`config.mk`:
```
export PLATFORM = sky130hd
export DESIGN_NAME = ring_neighbor_resource_arbiter
export DESIGN_NICKNAME = d
export VERILOG_FILES = /design/src/hw/rtl/rnra_pkg.sv /design/src/hw/rtl/rnra_mod.sv /design/src/hw/rtl/rnra_queue.sv /design/src/hw/rtl/ring_neighbor_resource_arbiter.sv
export SDC_FILE = /design/constraint.sdc
export NUM_CORES = 1
export LEC_CHECK = 0
export ABC_CLOCK_PERIOD_IN_PS = 5600
export BUFFER_PORTS_ARGS = -buffer_cell sky130_fd_sc_hd__buf_2
export CORE_UTILIZATION = 52
export CTS_BUF_LIST = sky130_fd_sc_hd__clkbuf_8
export DETAILED_ROUTE_END_ITERATION = 10
export GPL_TIMING_DRIVEN = 1
export PLACE_DENSITY = 0.68
export SYNTH_ARGS = -nofsm -noshare
export SYNTH_HDL_FRONTEND = slang
export SYNTH_SLANG_ARGS = --single-unit
```
`constraint.sdc`:
```
create_clock -name clk_i -period 5.6 [get_ports clk_i]
set_input_delay 0.28 -clock clk_i [delete_from_list [all_inputs] [get_ports clk_i]]
set_output_delay 0.28 -clock clk_i [all_outputs]
set_load 0.1 [all_outputs]
```
`src/hw/rtl/rnra_pkg.sv`:
```
// Shared constants and types for the ring neighbour resource arbiter.
package rnra_pkg;

  // Field widths fixed by the item format.
  localparam int MEMBER_W = 5;
  localparam int RING_W   = 6;
  localparam int STATUS_W = 2;

  // Default ring capacity and the ring size after reset.
  localparam int MEMBERS_DEFAULT = 32;
  localparam logic [RING_W-1:0] RING_SIZE_RESET = 6'd5;

  // At most this many grants are issued for one release.
  localparam int GRANT_LIMIT = 16;
  localparam int CNT_W       = $clog2(GRANT_LIMIT + 1);

  // Item kinds.
  localparam logic KIND_REQUEST = 1'b0;
  localparam logic KIND_RELEASE = 1'b1;

  // Result status codes.
  typedef enum logic [STATUS_W-1:0] {
    STATUS_OK        = 2'd0,
    STATUS_BAD_INDEX = 2'd1,
    STATUS_BAD_STATE = 2'd2
  } status_e;

endpackage

```
`src/hw/rtl/rnra_mod.sv`:
```
// Iterative restoring remainder unit: one dividend bit per cycle.
module rnra_mod #(
  parameter int NW = 6
) (
  input  logic                         clk_i,
  input  logic                         rst_ni,
  input  logic                         start_i,
  input  logic [rnra_pkg::MEMBER_W-1:0] dividend_i,
  input  logic [NW-1:0]                divisor_i,
  output logic                         done_o,
  output logic [NW-1:0]                rem_o
);
  import rnra_pkg::*;

  localparam int BW = $clog2(MEMBER_W);

  logic                busy_q, busy_d;
  logic                done_q, done_d;
  logic [BW-1:0]       bit_q, bit_d;
  logic [NW-1:0]       rem_q, rem_d;
  logic [MEMBER_W-1:0] dvd_q, dvd_d;
  logic [NW:0]         shifted;

  always_comb begin
    busy_d  = busy_q;
    done_d  = 1'b0;
    bit_d   = bit_q;
    rem_d   = rem_q;
    dvd_d   = dvd_q;
    shifted = {rem_q, dvd_q[bit_q]};
    if (start_i) begin
      busy_d = 1'b1;
      bit_d  = BW'(MEMBER_W - 1);
      rem_d  = '0;
      dvd_d  = dividend_i;
    end else if (busy_q) begin
      // The partial remainder stays below the divisor, so one subtract suffices.
      if (shifted >= {1'b0, divisor_i}) begin
        rem_d = NW'(shifted - {1'b0, divisor_i});
      end else begin
        rem_d = NW'(shifted);
      end
      if (bit_q == '0) begin
        busy_d = 1'b0;
        done_d = 1'b1;
      end else begin
        bit_d = bit_q - 1'b1;
      end
    end
  end

  always_ff @(posedge clk_i or negedge rst_ni) begin
    if (!rst_ni) begin
      busy_q <= 1'b0;
      done_q <= 1'b0;
    end else begin
      busy_q <= busy_d;
      done_q <= done_d;
    end
  end

  always_ff @(posedge clk_i) begin
    bit_q <= bit_d;
    rem_q <= rem_d;
    dvd_q <= dvd_d;
  end

  assign done_o = done_q;
  assign rem_o  = rem_q;

endmodule

```
`src/hw/rtl/rnra_queue.sv`:
```
// Waiting queue storage: one write port and one registered read port.
module rnra_queue #(
  parameter int DEPTH = 32,
  parameter int AW    = 5
) (
  input  logic                         clk_i,
  input  logic                         we_i,
  input  logic [AW-1:0]                waddr_i,
  input  logic [rnra_pkg::MEMBER_W-1:0] wdata_i,
  input  logic [AW-1:0]                raddr_i,
  output logic [rnra_pkg::MEMBER_W-1:0] rdata_o
);
  import rnra_pkg::*;

  logic [MEMBER_W-1:0] mem_q [DEPTH];
  logic [MEMBER_W-1:0] rdata_q;

  always_ff @(posedge clk_i) begin
    if (we_i) begin
      mem_q[waddr_i] <= wdata_i;
    end
  end

  always_ff @(posedge clk_i) begin
    rdata_q <= mem_q[raddr_i];
  end

  assign rdata_o = rdata_q;

endmodule

```
`src/hw/rtl/ring_neighbor_resource_arbiter.sv`:
```
// Ring neighbour resource arbiter: sequencer, member state and result register.
//
//   Channel  Direction  Signals                                  Transfer
//   item     in         start, busy, kind_i, member_i            start high while busy is low
//   config   in         cfg_valid_i, cfg_ready_o, cfg_data_i     valid and ready high
//   result   out        out_valid_o, granted_o, granted_member_o, one-cycle pulse per result,
//                       status_o, last_o                          no back-pressure
//
// A request, and any item that is flagged as bad, keeps the block busy only in ST_DEC
// after acceptance; its single result shows in the cycle after that.
// A release walks the waiting queue one entry at a time through the queue memory's
// single read port: each entry is read in ST_QRD and judged in ST_EVAL; an entry whose
// member sits at or above the current ring size is instead reduced in the remainder unit
// (ST_MOD), unless the grant cap is reached. Set-up is in ST_DEC, close in ST_FIN.
// Reset clears all members to thinking and empties the queue at once; there is no
// clearing pass. Results cannot be stalled, so the block never waits on the receiver.
module ring_neighbor_resource_arbiter #(
  parameter int MEMBERS = rnra_pkg::MEMBERS_DEFAULT
) (
  input  logic                         clk_i,
  input  logic                         rst_ni,
  // Item channel.
  input  logic                         start,
  output logic                         busy,
  input  logic                         kind_i,
  input  logic [rnra_pkg::MEMBER_W-1:0] member_i,
  // Configuration channel: the ring size register.
  input  logic                         cfg_valid_i,
  output logic                         cfg_ready_o,
  input  logic [rnra_pkg::RING_W-1:0]   cfg_data_i,
  // Result channel.
  output logic                         out_valid_o,
  output logic                         granted_o,
  output logic [rnra_pkg::MEMBER_W-1:0] granted_member_o,
  output logic [rnra_pkg::STATUS_W-1:0] status_o,
  output logic                         last_o
);
  import rnra_pkg::*;

  // IW indexes a member, NW holds a count of members up to MEMBERS itself.
  localparam int IW = (MEMBERS > 1) ? $clog2(MEMBERS) : 1;
  localparam int NW = $clog2(MEMBERS + 1);
  localparam int CW = (NW > MEMBER_W) ? NW : MEMBER_W;
  localparam int KW = (NW > RING_W) ? NW : RING_W;
  localparam logic [CNT_W-1:0] CNT_LIMIT = CNT_W'(GRANT_LIMIT);

  typedef enum logic [5:0] {
    ST_IDLE = 6'b000001,
    ST_DEC  = 6'b000010,
    ST_QRD  = 6'b000100,
    ST_EVAL = 6'b001000,
    ST_MOD  = 6'b010000,
    ST_FIN  = 6'b100000
  } state_e;

  typedef struct packed {
    logic                granted;
    logic [MEMBER_W-1:0] member;
    logic [STATUS_W-1:0] status;
    logic                last;
  } res_t;

  state_e              state_q, state_d;
  logic                kind_q, kind_d;
  logic [MEMBER_W-1:0] mem_q, mem_d;
  logic [MEMBER_W-1:0] p_q, p_d;
  logic [MEMBERS-1:0]  eat_q, eat_d;
  logic [MEMBERS-1:0]  hungry_q, hungry_d;
  logic [NW-1:0]       wc_q, wc_d;
  logic [NW-1:0]       j_q, j_d;
  logic [NW-1:0]       w_q, w_d;
  logic [CNT_W-1:0]    cnt_q, cnt_d;
  logic                pend_v_q, pend_v_d;
  logic [MEMBER_W-1:0] pend_m_q, pend_m_d;
  logic                out_v_q, out_v_d;
  res_t                out_q, out_d;
  logic [RING_W-1:0]   ring_q;

  logic [KW-1:0]       ring_ext;
  logic [NW-1:0]       n;
  logic [IW-1:0]       n_m1;
  logic [IW-1:0]       nb_pm;
  logic [IW-1:0]       nb_left;
  logic [IW-1:0]       nb_right;
  logic                nb_free;
  logic [IW-1:0]       mem_idx;
  logic                mem_in_ring;
  logic                p_in_ring;
  logic [MEMBER_W-1:0] cand_p;
  logic                decide;
  logic                keep;

  logic                q_we;
  logic [IW-1:0]       q_waddr;
  logic [MEMBER_W-1:0] q_wdata;
  logic [MEMBER_W-1:0] q_rdata;
  logic                mod_start;
  logic                mod_done;
  logic [NW-1:0]       mod_rem;

  // Effective ring size: the register clamped to the range 2 .. MEMBERS.
  always_comb begin
    ring_ext = KW'(ring_q);
    if (ring_ext < KW'(2)) begin
      n = NW'(2);
    end else if (ring_ext > KW'(MEMBERS)) begin
      n = NW'(MEMBERS);
    end else begin
      n = NW'(ring_ext);
    end
  end

  assign n_m1        = IW'(n - 1'b1);
  assign mem_idx     = IW'(mem_q);
  assign mem_in_ring = CW'(mem_q) < CW'(n);
  assign p_in_ring   = CW'(q_rdata) < CW'(n);

  // The member under test is the item's own member, a queue entry just read, or the
  // reduced position of an out-of-ring queue entry from the remainder unit.
  assign nb_pm  = (state_q == ST_DEC) ? mem_idx :
                  (state_q == ST_MOD) ? IW'(mod_rem) : IW'(q_rdata);
  assign cand_p = (state_q == ST_MOD) ? p_q : q_rdata;

  // Shared neighbour test: both ring neighbours must be off the resources.
  assign nb_left  = (nb_pm == '0) ? n_m1 : nb_pm - 1'b1;
  assign nb_right = (nb_pm == n_m1) ? '0 : nb_pm + 1'b1;
  assign nb_free  = !eat_q[nb_left] && !eat_q[nb_right];

  always_comb begin
    state_d   = state_q;
    kind_d    = kind_q;
    mem_d     = mem_q;
    p_d       = p_q;
    eat_d     = eat_q;
    hungry_d  = hungry_q;
    wc_d      = wc_q;
    j_d       = j_q;
    w_d       = w_q;
    cnt_d     = cnt_q;
    pend_v_d  = pend_v_q;
    pend_m_d  = pend_m_q;
    out_v_d   = 1'b0;
    out_d     = out_q;
    q_we      = 1'b0;
    q_waddr   = w_q[IW-1:0];
    q_wdata   = cand_p;
    mod_start = 1'b0;
    decide    = 1'b0;
    keep      = 1'b0;

    unique case (state_q)
      ST_IDLE: begin
        if (start) begin
          kind_d  = kind_i;
          mem_d   = member_i;
          state_d = ST_DEC;
        end
      end
      ST_DEC: begin
        state_d = ST_IDLE;
        out_v_d = 1'b1;
        out_d   = '{1'b0, '0, STATUS_OK, 1'b1};
        if (!mem_in_ring) begin
          out_d.status = STATUS_BAD_INDEX;
        end else if (kind_q == KIND_REQUEST) begin
          if (eat_q[mem_idx] || hungry_q[mem_idx] || (wc_q >= NW'(MEMBERS))) begin
            out_d.status = STATUS_BAD_STATE;
          end else if (nb_free) begin
            eat_d[mem_idx] = 1'b1;
            out_d.granted  = 1'b1;
            out_d.member   = mem_q;
          end else begin
            hungry_d[mem_idx] = 1'b1;
            q_we    = 1'b1;
            q_waddr = wc_q[IW-1:0];
            q_wdata = mem_q;
            wc_d    = wc_q + 1'b1;
          end
        end else if (!eat_q[mem_idx]) begin
          out_d.status = STATUS_BAD_STATE;
        end else begin
          // Release: start a compacting walk over the waiting queue.
          eat_d[mem_idx] = 1'b0;
          out_v_d  = 1'b0;
          j_d      = '0;
          w_d      = '0;
          cnt_d    = '0;
          pend_v_d = 1'b0;
          state_d  = ST_QRD;
        end
      end
      ST_QRD: begin
        state_d = (j_q == wc_q) ? ST_FIN : ST_EVAL;
      end
      ST_EVAL: begin
        j_d     = j_q + 1'b1;
        state_d = ST_QRD;
        if (cnt_q == CNT_LIMIT) begin
          keep = 1'b1;
        end else if (p_in_ring) begin
          decide = 1'b1;
        end else begin
          mod_start = 1'b1;
          p_d       = q_rdata;
          j_d       = j_q;
          state_d   = ST_MOD;
        end
      end
      ST_MOD: begin
        if (mod_done) begin
          decide  = 1'b1;
          j_d     = j_q + 1'b1;
          state_d = ST_QRD;
        end
      end
      ST_FIN: begin
        wc_d     = w_q;
        out_v_d  = 1'b1;
        out_d    = pend_v_q ? '{1'b1, pend_m_q, STATUS_OK, 1'b1} :
                              '{1'b0, '0, STATUS_OK, 1'b1};
        pend_v_d = 1'b0;
        state_d  = ST_IDLE;
      end
      default: begin
        state_d = ST_IDLE;
      end
    endcase

    if (decide) begin
      if (nb_free) begin
        eat_d[IW'(cand_p)]    = 1'b1;
        hungry_d[IW'(cand_p)] = 1'b0;
        cnt_d = cnt_q + 1'b1;
        // A grant is held back one step so that the final one can carry last.
        if (pend_v_q) begin
          out_v_d = 1'b1;
          out_d   = '{1'b1, pend_m_q, STATUS_OK, 1'b0};
        end
        pend_v_d = 1'b1;
        pend_m_d = cand_p;
      end else begin
        keep = 1'b1;
      end
    end

    if (keep) begin
      q_we    = 1'b1;
      q_waddr = w_q[IW-1:0];
      q_wdata = cand_p;
      w_d     = w_q + 1'b1;
    end
  end

  always_ff @(posedge clk_i or negedge rst_ni) begin
    if (!rst_ni) begin
      state_q  <= ST_IDLE;
      eat_q    <= '0;
      hungry_q <= '0;
      wc_q     <= '0;
      j_q      <= '0;
      w_q      <= '0;
      cnt_q    <= '0;
      pend_v_q <= 1'b0;
      out_v_q  <= 1'b0;
      ring_q   <= RING_SIZE_RESET;
    end else begin
      state_q  <= state_d;
      eat_q    <= eat_d;
      hungry_q <= hungry_d;
      wc_q     <= wc_d;
      j_q      <= j_d;
      w_q      <= w_d;
      cnt_q    <= cnt_d;
      pend_v_q <= pend_v_d;
      out_v_q  <= out_v_d;
      if (cfg_valid_i && cfg_ready_o) begin
        ring_q <= cfg_data_i;
      end
    end
  end

  always_ff @(posedge clk_i) begin
    kind_q   <= kind_d;
    mem_q    <= mem_d;
    p_q      <= p_d;
    pend_m_q <= pend_m_d;
    out_q    <= out_d;
  end

  rnra_queue #(
    .DEPTH(MEMBERS),
    .AW   (IW)
  ) u_queue (
    .clk_i  (clk_i),
    .we_i   (q_we),
    .waddr_i(q_waddr),
    .wdata_i(q_wdata),
    .raddr_i(j_q[IW-1:0]),
    .rdata_o(q_rdata)
  );

  // The remainder unit latches its dividend on start, straight from the queue read.
  rnra_mod #(
    .NW(NW)
  ) u_mod (
    .clk_i     (clk_i),
    .rst_ni    (rst_ni),
    .start_i   (mod_start),
    .dividend_i(q_rdata),
    .divisor_i (n),
    .done_o    (mod_done),
    .rem_o     (mod_rem)
  );

  assign busy             = (state_q != ST_IDLE);
  assign cfg_ready_o      = 1'b1;
  assign out_valid_o      = out_v_q;
  assign granted_o        = out_q.granted;
  assign granted_member_o = out_q.member;
  assign status_o         = out_q.status;
  assign last_o           = out_q.last;

endmodule

```
# Yosys cells after proc, flatten, opt, wreduce, memory -nomap -nowiden
# Memory sizes are Yosys's and may differ from the RTL's. A register that Yosys moved wholly into a read port is not among the register bits.
# Index checks and enable logic that the tools add are counted.
word_totals:
  ff_bits: 142
  ramBits: 160
  input_bits: 16
  memories: 1
classes:
  add_sub_neg: 9
  magnitude_cmp: 13
  eq_ne: 19
  n_mux: 129
  bitwise_logic: 10
  n_reduce_logical: 23
memory_table:
  columns: ["memory", "words", "width", "rd", "rd_clocked_by_memory_dff", "write_ports", "line", "text"]
  rows:
  - ["u_queue.mem_q", 32, 5, 1, 1, 1, "rnra_queue.sv:15", "logic [MEMBER_W-1:0] mem_q [DEPTH];"]
ops:
  columns: ["op", "n"]
  rows:
  - ["32-bit 2-to-1 mux", 15]
  - ["6-bit 2-to-1 mux", 22]
  - ["5-bit 2-to-1 mux", 25]
  - ["32-bit bitwise OR", 3]
  - ["32-bit AND", 2]
  - ["32-bit inverter", 2]
  - ["1-bit 2-to-1 mux", 42]
  - ["9-bit 2-to-1 mux", 4]
  - ["6-bit one-hot mux with 5 select lines", 1]
  - ["5-bit by 6-bit < comparator with 1-bit output (second input constant)", 4]
  - ["1-bit binary-select mux with 5-bit select", 4]
  - ["6-bit by 1-bit adder with 6-bit output (second input constant)", 3]
  - ["6-bit one-hot mux with 3 select lines", 1]
  - ["9-bit one-hot mux with 2 select lines", 1]
  - ["5-bit by 6-bit < comparator with 1-bit output", 2]
  - ["2-bit != test (second input constant)", 6]
  - ["6-bit one-hot mux with 2 select lines", 1]
  - ["5-bit by 1-bit adder with 5-bit output (second input constant)", 2]
  - ["1-bit demux with 5-bit select", 2]
  - ["5-bit by 1-bit greater-or-equal comparator with 1-bit output (second input constant)", 2]
  - ["2-bit nonzero test", 5]
  - ["5-bit by 1-bit subtractor with 5-bit output (second input constant)", 2]
  - ["3-bit 2-to-1 mux", 3]
  - ["2-bit 2-to-1 mux", 4]
  - ["other kinds (33)", 45]

# Longest topological paths before layout
logic_depth:
  word_depth: 18
  mapped_depth: 19
  ltp_nobuf: 15

# Cells and area by module
# A second synthesis with hierarchy kept.
unflattened:
  hier_cells: 1264
  hier_area_um2: 15710.1
by_module_without_submodules:
  columns: ["module", "instances", "cells_per_inst", "area_each_um2", "seq_area_each_um2"]
  rows:
  - ["ring_neighbor_resource_arbiter", 1, 882, 8355.5, 3191.8]
  - ["rnra_queue", 1, 277, 6344.8, 4904.7]
  - ["rnra_mod", 1, 105, 1009.7, 380.4]

# Worst setup path before layout
# No wires, ideal clock.
synth_timing:
  kind: "reg2reg"
  from: "register ring_q[2], in the netlist ring_ext[2]"
  to: "memory u_queue.mem_q[0][0] (data pin)"
  setup_ns: 0.377
  arrival_ns: 5.273
  setup_slack_ns: -0.050
  path_stages_with_launch: 16
  path_buffers: 2
  period_less_slack_ns: 5.650
  path_cell_list: "dfstp_2 nor4_1 nor2_1 inv_1 ha_1 xor2_1 or4b_1 a22oi_4 mux2_1 a211oi_1 a211oi_4 o21bai_2 buf_2 buf_2 nor2_1 a21oi_1"
synth_between:
  elab_chain_len: 16
synth_lines:
  columns: ["item", "line", "text"]
  rows:
  - ["from (decl)", "ring_neighbor_resource_arbiter.sv:77", "logic [RING_W-1:0] ring_q;"]
  - ["from (signal assigned)", "ring_neighbor_resource_arbiter.sv:277", "ring_q <= cfg_data_i;"]
  - ["6-bit greater-than comparator", "ring_neighbor_resource_arbiter.sv:106", "end else if (ring_ext > KW'(MEMBERS)) begin"]
  - ["6-bit 2-to-1 mux", "ring_neighbor_resource_arbiter.sv:106", null]
  - ["6-bit 2-to-1 mux *", "ring_neighbor_resource_arbiter.sv:104", "if (ring_ext < KW'(2)) begin"]
  - ["5-bit by 1-bit subtractor with 5-bit output", "ring_neighbor_resource_arbiter.sv:113", "assign n_m1 = IW'(n - 1'b1);"]
  - ["5-bit equality test", "ring_neighbor_resource_arbiter.sv:126", "assign nb_right = (nb_pm == n_m1) ? '0 : nb_pm + 1'b1;"]
  - ["5-bit 2-to-1 mux", "ring_neighbor_resource_arbiter.sv:126", null]
  - ["1-bit binary-select mux with 5-bit select", "ring_neighbor_resource_arbiter.sv:127", "assign nb_free = !eat_q[nb_left] && !eat_q[nb_right];"]
  - ["1-bit 2-to-1 mux (not written as such)", "ring_neighbor_resource_arbiter.sv:127", null]
  - ["1-bit logical NOT", "ring_neighbor_resource_arbiter.sv:127", null]
  - ["1-bit logical AND", "ring_neighbor_resource_arbiter.sv:127", null]
  - ["5-bit 2-to-1 mux", "ring_neighbor_resource_arbiter.sv:168", "end else if (nb_free) begin"]
  - ["5-bit 2-to-1 mux", "ring_neighbor_resource_arbiter.sv:166", "if (eat_q[mem_idx] || hungry_q[mem_idx] || (wc_q >= NW'(MEMBERS))) begin"]
  - ["5-bit 2-to-1 mux", "ring_neighbor_resource_arbiter.sv:165", "end else if (kind_q == KIND_REQUEST) begin"]
  - ["5-bit 2-to-1 mux", "ring_neighbor_resource_arbiter.sv:163", "if (!mem_in_ring) begin"]
  - ["5-bit 2-to-1 mux", "ring_neighbor_resource_arbiter.sv:151", "unique case (state_q)"]
  - ["5-bit 2-to-1 mux *", "ring_neighbor_resource_arbiter.sv:246", "if (keep) begin"]
  - ["via q_wdata[0]", "ring_neighbor_resource_arbiter.sv:95", "logic [MEMBER_W-1:0] q_wdata;"]
  - ["to (decl)", "rnra_queue.sv:15", null]
# The timed path passes the listed nets; every way through them passes the cells marked *. The select of a mux whose other input is x is not followed.

# Final worst setup path
layout_timing:
  from: "register state_q[1]"
  to: "memory u_queue.mem_q[22][0], enable pin"
layout_between:
  elab_chain_len: 17
layout_lines:
  columns: ["item", "line", "text"]
  rows:
  - ["from (decl)", "ring_neighbor_resource_arbiter.sv:63", "state_e state_q, state_d;"]
  - ["from (signal assigned)", "ring_neighbor_resource_arbiter.sv:267", "state_q <= state_d;"]
  - ["6-bit by 5-bit equality test with 1-bit output", "ring_neighbor_resource_arbiter.sv:121, ring_neighbor_resource_arbiter.sv:151", null]
  - ["5-bit 2-to-1 mux", "ring_neighbor_resource_arbiter.sv:121", "(state_q == ST_MOD) ? IW'(mod_rem) : IW'(q_rdata);"]
  - ["5-bit 2-to-1 mux", "ring_neighbor_resource_arbiter.sv:120", "assign nb_pm = (state_q == ST_DEC) ? mem_idx :"]
  - ["5-bit by 1-bit subtractor with 5-bit output, or another cell as far along", "ring_neighbor_resource_arbiter.sv:125", "assign nb_left = (nb_pm == '0) ? n_m1 : nb_pm - 1'b1;"]
  - ["5-bit 2-to-1 mux (on tied branches)", "ring_neighbor_resource_arbiter.sv:125, ring_neighbor_resource_arbiter.sv:126", null]
  - ["1-bit binary-select mux with 5-bit select", "ring_neighbor_resource_arbiter.sv:127", null]
  - ["1-bit 2-to-1 mux (not written as such)", "ring_neighbor_resource_arbiter.sv:127", null]
  - ["1-bit logical NOT", "ring_neighbor_resource_arbiter.sv:127", null]
  - ["1-bit logical AND", "ring_neighbor_resource_arbiter.sv:127", null]
  - ["1-bit 2-to-1 mux", "ring_neighbor_resource_arbiter.sv:168", null]
  - ["1-bit 2-to-1 mux", "ring_neighbor_resource_arbiter.sv:166", null]
  - ["1-bit 2-to-1 mux", "ring_neighbor_resource_arbiter.sv:165", null]
  - ["1-bit 2-to-1 mux", "ring_neighbor_resource_arbiter.sv:163", null]
  - ["1-bit 2-to-1 mux", "ring_neighbor_resource_arbiter.sv:151", null]
  - ["1-bit 2-to-1 mux", "ring_neighbor_resource_arbiter.sv:246", null]
  - ["1-bit 2-to-1 mux", "rnra_queue.sv:19", "if (we_i) begin"]
  - ["1-bit 2-to-1 mux (not written as such)", "rnra_queue.sv:20", "mem_q[waddr_i] <= wdata_i;"]
# Several ways; a longest one is shown, not always the timed one. The select of a mux whose other input is x is not followed.

==> results.json <==
{
  "slew-limit-headroom": 0.288,
  "synthFlopType": "edfxtp_1",
  "port_buffers": 26,
  "critPathRequiredTime_ps": 5870,
  "synth_edf_count": 176,
  "seq_area_frac_synth": 0.547,
  "cp.arrival_ps": 5550,
  "numClockSinks": 302,
  "via_per_inst": 6.39,
  "syn_area_sq_um": 15200,
  "powerDensity_nw_per_um2": 339,
  "vias": 10700,
  "ys_ff_latch": 302,
  "final_hold_viol_count": 0,
  "design_power_total_mw": 5.83,
  "grt.met3_usage": 0.0583,
  "drtIter0Drc": 1104,
  "critPathMaxFanout": 11,
  "ios": 28,
  "synth_nets": 1224,
  "area_growth_syn_to_layout_pct": 13.2,
  "setup_viol": 0,
  "grt_util_all_layers": 0.271,
  "cts_buffer_depth": 3,
  "die_x_microns": 173,
  "num-fill-cells": 2258,
  "start_util": 0.529,
  "grt_use_met1": 0.374,
  "clockRootBuffer": "clkbuf_8",
  "final_common_cell": "edfxtp_1",
  "cts_tree": "yes",
  "ant_nets": 0,
  "hpwlAfterDp_mm": 26.3,
  "grt_pass1_vias": 10800,
  "period_share": 0.943,
  "async_flop_share": 0.341,
  "htree_levels": 2,
  "grt_busiest_layer": "met2",
  "antenna_found_initial": 0,
  "critPathKind": "flop to flop",
  "n_antenna_cell": 0,
  "design.die.area_sq_um": 30000,
  "row_count": 62,
  "finalSetupTns_ps": 0,
  "vdd_drop_max_mv": 0.384,
  "fmax_mhz": 189,
  "hold_class": "input pin to flop",
  "layout_min_cycle_time_ps": 5280,
  "status": "complete, no violations",
  "fp.coreArea_sq_um": 28800,
  "place.gp.congestion": 0.977,
  "die_h_microns": 173,
  "grt_start_max_net_pins": 68,
  "worst_skew_pair.late_latency_ps": 620,
  "dp_slack_ps": 242,
  "routed_wl_mm": 39.9,
  "synth_area_per_cell_sq_um": 12.9,
  "fin_ws_ps": 318,
  "nets": 1295,
  "whs_ps": 34.9,
  "grt_pass1_wl_mm": 62.2,
  "dr.pass1.iters": 5,
  "yosys_warnings": 0,
  "remaining_drc_errors": 0,
  "grt_util_met2": 0.423,
  "tightest_slew_ps": 1060,
  "max_cap_viol_count": 0,
  "cts_made_buffers": 50,
  "clkTransAtPathRegs_ps": 60,
  "overflow": 0,
  "synth_cells": 1181,
  "maxSlewViolCount": 0,
  "p_leak_nw": 6.30,
  "end_kind": "flop",
  "fin_skew_ps": 54.4,
  "start_kind": "flop",
  "layout_common_cells": "edfxtp_1 (176), dfrtp_1 (99), nor2_1 (98)",
  "yosysUniqueCellTypes": 85,
  "drive_above_1_share": 0.225,
  "wl_per_cell_microns": 23.8
}
[metrics by stage]
stage | instance area (sq um) | cells | utilization
after floorplan | 15200 | 1181 | -
after global placement | 15900 | 1564 | 0.553
after detailed placement | 15900 | 1564 | 0.553
after CTS | 17100 | 1675 | 0.595
after global routing | 17200 | 1676 | 0.599
final | 17200 | 1676 | 0.599
[synthesized netlist by cell type, types with 7 or more instances]
master    number  area share
xnor2_1       12      0.0069
buf_2          8      0.0026
o221ai_1      21       0.012
o21ai_0       37       0.012
edfxtp_1     176        0.35
ha_1          26       0.021
inv_1         29      0.0071
nor4_1        12      0.0049
o22ai_1       17      0.0070
o21a_1         8      0.0039
clkbuf_1      53       0.013
dfxtp_1       23       0.030
mux2_2        15       0.011
nor3b_1        9      0.0044
a31oi_1       19      0.0078
nor2_1        99       0.024
nor3_1        17      0.0056
a22oi_1        8      0.0039
xor2_1        13      0.0075
nand2_1       90       0.022
mux4_2        85        0.13
mux2i_1       41       0.027
buf_1          8      0.0020
dfrtp_1      100        0.16
nand3_1       29      0.0095
nand2b_1      11      0.0045
o22a_1        33       0.019
and3_1         7      0.0029
o31a_1         7      0.0040
a21oi_1       58       0.019
[where the power goes]
| part | internal [mW] | total [mW] | switching (mW) |
|---|---|---|---|
| Sequential | 2.46 | 2.61 | 0.150 |
| Clock | 1.07 | 2.00 | 0.931 |
| Combinational | 0.418 | 1.22 | 0.806 |
[metal layers]
layer | vias up | share of wire
met3 | 102 | 0.089
met4 | 0 | 0.033
li1 | 4744 | -
met1 | 5320 | 0.41
met2 | 543 | 0.47
met5 | - | 0
[repair_timing]
action                     4_1_cts  5_1_grt
hold endpoints to repair        49        0
gates resized for setup          0       25
setup buffers                    0        1
hold buffers                    19        0
setup endpoints to repair        0      238
[state kept, by name, summed over array words and instances, names as in the netlist, 6 cells and up]
register,count
u_mod.rem_o,6
ring_ext,6
j_q,6
wc_q,6
u_queue.mem_q,160
hungry_q,32
w_q,6
state_q,6
eat_q,32
[final timing paths]
path	cells past startpoint	slack (ps)	startpoint	end
max	14	320	state_q[1]	u_queue.mem_q[22][0]
min	2	30	cfg_valid_i	ring_ext[2]
max reg2reg	14	320	state_q[1]	u_queue.mem_q[22][0]
min reg2reg	1	470	pend_m_q[2]	granted_member_o[2]
max in group asynchronous	3	4110	rst_ni	hungry_q[13]
min in group asynchronous	2	190	rst_ni	ring_ext[1]
[layout make-up]
type                       instances  area [sq um]  share of cell area
clock inverter                    40           319              0.0185
multi-input combinational        774          6600               0.383
inverter                          33           124             0.00719
clock buffer                      52           716              0.0415
tap                              384           480              0.0279
timing repair buffer              91           672              0.0390
sequential                       302          8330               0.483
[worst max-delay path: stages (launching register included)]
cell and delay, ps:
dfrtp_1 450, nor4_4 440, a21boi_0 210, o31a_1 410
inv_2 140, ha_1 330, or4b_1 540, a22oi_4 270
mux2_1 340, a211oi_1 410, a211oi_4 110, o21bai_4 250
buf_4 280, mux2_2 420, nor2_1 330
[kinds of logic after synthesis]
logic type | after synthesis | synth area share
and+or+nand+nor | 317 | 0.100
DFF | 302 | 0.547
AOI/OAI and AO/OA | 261 | 0.122
muxes | 142 | 0.164
buffers and inverters | 105 | 0.0275
adders and majority gates | 27 | 0.0227
xor gates and xnor gates | 26 | 0.0162
other | 1 | 0.000246
Power figures use the tool's default switching activity.
